<file path="src/rtl/tlbfdp_pkg.sv">
// ----------------------------------------------------------------------------
// tlbfdp_pkg
// Shared types and constants for the FIFO TLB / demand-paged translator.
// ----------------------------------------------------------------------------
package tlbfdp_pkg;

    // Address split
    localparam int ADDR_BITS   = 32;
    localparam int OFFSET_BITS = 12;
    localparam int FRAME_BITS  = 20;

    // Result transaction: physical_address, tlb_hit, fault flag, zero padded
    localparam int OUT_DATA_BITS = 40;
    localparam int OUT_HIT_BIT   = 32;
    localparam int OUT_FAULT_BIT = 33;

    // Configuration
    localparam int             CFG_DATA_BITS  = 32;
    localparam int             CFG_ADDR_BITS  = 3;
    localparam int             CFG_FIELD_BITS = 5;
    localparam int             CAP_RESET      = 4;
    localparam logic           REG_TLB_CAPACITY = 1'b0;

    // Controller states
    typedef enum logic [3:0] {
        ST_CLEAR = 4'b0001,
        ST_IDLE  = 4'b0010,
        ST_LOOK  = 4'b0100,
        ST_READ  = 4'b1000
    } state_t;

    // Control sent down the row of TLB cells
    typedef struct packed {
        logic shift;
        logic flush;
    } cell_ctrl_t;

endpackage

</file>
<file path="src/rtl/tlbfdp_cell.sv">
// ----------------------------------------------------------------------------
// tlbfdp_cell
// One TLB entry in the FIFO row: holds page/frame, compares against the
// lookup page and passes its entry on to the next cell on insertion.
// ----------------------------------------------------------------------------
module tlbfdp_cell #(
    parameter int PAGE_BITS = 20
) (
    input  logic                             aclk,
    input  logic                             aresetn,
    input  tlbfdp_pkg::cell_ctrl_t           ctrl,
    input  logic                             room,       // cell lies within capacity
    input  logic                             prev_valid,
    input  logic [PAGE_BITS-1:0]             prev_page,
    input  logic [tlbfdp_pkg::FRAME_BITS-1:0] prev_frame,
    input  logic [PAGE_BITS-1:0]             look_page,
    output logic                             valid,
    output logic [PAGE_BITS-1:0]             page,
    output logic [tlbfdp_pkg::FRAME_BITS-1:0] frame,
    output logic                             match
);

    logic                              valid_reg;
    logic [PAGE_BITS-1:0]              page_reg;
    logic [tlbfdp_pkg::FRAME_BITS-1:0] frame_reg;

    // Valid bit: cleared on flush, entry beyond capacity drops out of the row
    always_ff @(posedge aclk) begin
        if (!aresetn) begin
            valid_reg <= 1'b0;
        end else if (ctrl.flush) begin
            valid_reg <= 1'b0;
        end else if (ctrl.shift) begin
            valid_reg <= prev_valid & room;
        end
    end

    // Entry payload
    always_ff @(posedge aclk) begin
        if (ctrl.shift) begin
            page_reg  <= prev_page;
            frame_reg <= prev_frame;
        end
    end

    assign match = valid_reg && (page_reg == look_page);
    assign valid = valid_reg;
    assign page  = page_reg;
    assign frame = frame_reg;

endmodule

</file>
<file path="config.mk">
export PLATFORM = sky130hd
export DESIGN_NAME = tlbfdp_cell
export DESIGN_NICKNAME = d
export VERILOG_FILES = /design/src/rtl/tlbfdp_pkg.sv /design/src/rtl/tlbfdp_cell.sv
export SDC_FILE = /design/constraint.sdc
export NUM_CORES = 1
export LEC_CHECK = 0
export ABC_AREA = 1
export BUFFER_PORTS_ARGS = -buffer_cell sky130_fd_sc_hd__buf_2
export CAP_MARGIN = 10
export CORE_MARGIN = 8
export CORE_UTILIZATION = 43
export CTS_BUF_LIST = sky130_fd_sc_hd__clkbuf_4
export DETAILED_ROUTE_END_ITERATION = 7
export HOLD_SLACK_MARGIN = 0.03
export PLACE_DENSITY_LB_ADDON = 0.12
export SLEW_MARGIN = 10
export SYNTH_ARGS = -nofsm -noshare
export SYNTH_HDL_FRONTEND = slang
export SYNTH_SLANG_ARGS = --single-unit
</file>
<file path="constraint.sdc">
create_clock -name aclk -period 1 [get_ports aclk]
set_input_delay 0.05 -clock aclk [delete_from_list [all_inputs] [get_ports aclk]]
set_output_delay 0.05 -clock aclk [all_outputs]
set_load 0.03 [all_outputs]
</file>
==> Flow_metrics.wiki <==
{| class="wikitable"
! Metric !! Value
|-
| Result of the run || complete, but fails checks
|-
| Failing checks || negative setup slack
|-
| Summed area of non-filler cells in the final layout || 0.002933 mm2
|-
| Final weighted congestion of routability-driven global placement || 0.8216
|-
| Setup-violating endpoint count in the final report || 9
|-
| Switching Power || 1.075 mW
|-
| Max-slew violation count || 0
|-
| Maximum number of buffers from clock root to sink || 2
|-
| Clock-pin slew of the registers on the worst-case setup and hold paths || 120 ps
|-
| Worst-case setup slack after placement || -231.9 ps
|-
| Horizontal die dimension || 77.51 um
|-
| CP most frequent cell || nand2_1
|-
| Leading cell type in the layout, fill and taps excluded || buf_2
|-
| Post-DRT Antenna Nets || 0
|-
| Number of top-level design ports || 108
|-
| Crit path DAT || 1510 ps
|-
| Proportion of power drawn by flip-flops and latches || 55.2%
|-
| Cell internal pwr || 2.738 mW
|-
| IR drop worst, VDD || 0.9622 mV
|-
| YS warnings || 0
|-
| Crit path capture type || output port
|-
| Unrepaired setup endpoints after global routing || yes
|-
| Critical path, cell by cell || inv_1 > nand2_1 > nand2_1 > nand3_1 > nor2_1 > nand2_1 > nor2_4 > buf_6
|-
| Root buf cell || clkbuf_4
|-
| H-tree level count || 2
|-
| Leakage power summed over all cells || 1.436 nW
|-
| Number of buffers inserted by port buffering || 107
|-
| Placed inst area || 0.002270 mm2
|-
| Iteration-0 DRC count of the detailed router || 68
|-
| Vias in the first global route || 1633
|-
| Share of layout cells above drive strength 1 || 39.61%
|-
| Leading cell types in the layout, fill and taps excluded || buf_2, nand2_1, dlygate4sd3_1
|-
| Total power density per cell area || 1300 mW/mm2
|-
| Post-detailed-placement half-perimeter wirelength || 3219 um
|-
| Clock sink count || 41
|-
| Slowest CP cell || edfxtp_1
|-
| Antenna diode count || 0
|-
| Minimum clock period || 1558 ps
|-
| Mean cell area of the mapped netlist || 11.37 um2
|-
| Global-route wire length before repair || 7707 um
|-
| Worst setup margin || -557.8 ps
|-
| Core Area || 0.003661 mm2
|-
| Die area || 0.006007 mm2
|-
| Total DRC errors in the routed layout || 0
|-
| Count of nets after finishing || 374
|-
| Pin count of the biggest net entering global routing || 22
|-
| Biggest fanout along the worst timing path || 3
|-
| Classification of the worst setup path || reg2out
|-
| Endpoint required time on the critical path || 950 ps
|-
| Clock skew || 0 ps
|-
| TritonCTS buffer count || 5
|-
| Met3 Usage GRT || 8.756%
|-
| Router iterations before antenna repair || 4
|-
| Logic gate share of total power || 25.1%
|-
| Fmax || 0.6419 GHz
|-
| Count of mapped cells out of synthesis || 143
|-
| Number of placement rows || 22
|-
| Startpoint Class || register
|-
| Delay of the slowest cell on the worst path || 450 ps
|-
| TritonCTS clock tree || done
|-
| Global routing usage summed across all routing layers || 16.46%
|-
| Post-synthesis sequential element count || 41
|-
| Vertical extent of the die || 77.51 um
|-
| Part of the total power dissipated in the clock network || 19.7%
|-
| Met2 Resource Use GR || 32.52%
|-
| Switching share of total power || 28.20%
|-
| Max-Slew Margin vs Limit || 83.73%
|-
| CP Buf/Inv Count || 2
|-
| Number of max-cap violations || 0
|-
| Mean routed wirelength per cell || 14.34 um
|-
| Clock latency reported for the late side of the worst-skew pair || 340 ps
|-
| Ratio of routed vias to standard cells || 4.360
|-
| Actual slew at the worst max-slew pin || 243.0 ps
|-
| Total congestion overflow || 0
|-
| Slack of the worst reg-to-reg path || 130 ps
|-
| Synthesized cell area || 0.001627 mm2
|-
| Fraction of the yosys area taken by sequential cells || 75.08%
|-
| Hold Vio Cnt, Final || 0
|-
| Vias after detailed routing || 1552
|-
| Min-delay worst type || in2reg
|-
| Number of antenna violations at the first check in global routing || 0
|-
| Dominant delay contributor by cell family on the critical path || simple AND/OR/NAND/NOR gates
|-
| Final clock period utilization by the worst path || 155.8%
|-
| Initial Util || 44.43%
|-
| Cell variety after synth || 12
|-
| Synthesized Nets || 209
|-
| Routed Wire Length || 5106 um
|-
| Global-route layer with the greatest usage || met2
|-
| Area overhead of the layout relative to synthesis || 80.31%
|-
| Met1 usage in global routing || 13.14%
|}
## cell type report
class / count / area [um2]
clock buffer: 5 / 37.54
inverter: 29 / 108.9
tap: 48 / 60.06
sequential: 41 / 1222
fill: 236 / 728.2
clock inverter: 2 / 11.26
multi-input combinational: 73 / 301.5
timing repair buffer: 158 / 1191
## stage by stage
stage          instances  total power [mW]  util [%]  setup TNS, ps  hold slack, ps
2_1_floorplan        143             2.519         -         -226.1           140.3
6_report             356             3.814     80.11         -969.3           69.85
4_1_cts              354             3.793     78.91         -943.7           57.61
3_3_place_gp         302             2.831     62.00         -240.3           226.4
5_1_grt              356             3.984     80.11          -1841           61.82
3_5_place_dp         302             2.843     62.00         -231.9           228.1
## power by group through the flow
stage	logic [mW]	registers (mW)	clock network [mW]
floorplan	0.114	2.40	0
detailed placement	0.716	2.13	0
global placement	0.711	2.12	0
global route	1.03	2.12	0.840
finish	0.959	2.10	0.752
CTS	0.920	2.10	0.773
## synth_stat cells
cell type	count	area, um2
edfxtp_1	40	1201
inv_1	29	108.9
o21ai_0	4	20.02
nand3_1	2	10.01
a21oi_1	1	5.000
dfxtp_1	1	20.02
nor2_1	18	67.56
o22ai_1	1	6.260
o211ai_1	1	7.510
nand2_1	44	165.2
xnor2_1	1	8.760
nor2_2	1	6.260
## layer usage
| metal | up-vias | wire [um] |
|---|---|---|
| met4 | 0 | 61 |
| met1 | 697 | 1621 |
| li1 | 784 | - |
| met3 | 7 | 557 |
| met5 | - | 0 |
| met2 | 64 | 2866 |
## worst paths after layout
path	start	cells after the start	end
setup / recovery	page[13]	8	match
hold / removal	ctrl[1]	1	page[14]
setup reg to reg	valid	3	valid
hold reg to reg	valid	3	valid
## logic make-up (layout without fill, tap and decap cells)
family	after synthesis	in the layout	synth area share [%]
compound gates	7	7	2.385
xor+xnor	1	1	0.5386
buf+inv	29	194	6.692
flops	41	41	75.08
simple gates	65	65	15.31
## what timing repair did
item                       in CTS  in global routing
resized for setup              40                 18
setup endpoints to repair      21                 28
hold endpoints to repair       41                  0
gates cloned                    0                  0
pin swaps                       1                  0
hold buffers                   44                  0
setup buffers                   1                  3
Power figures use the tool's default switching activity.
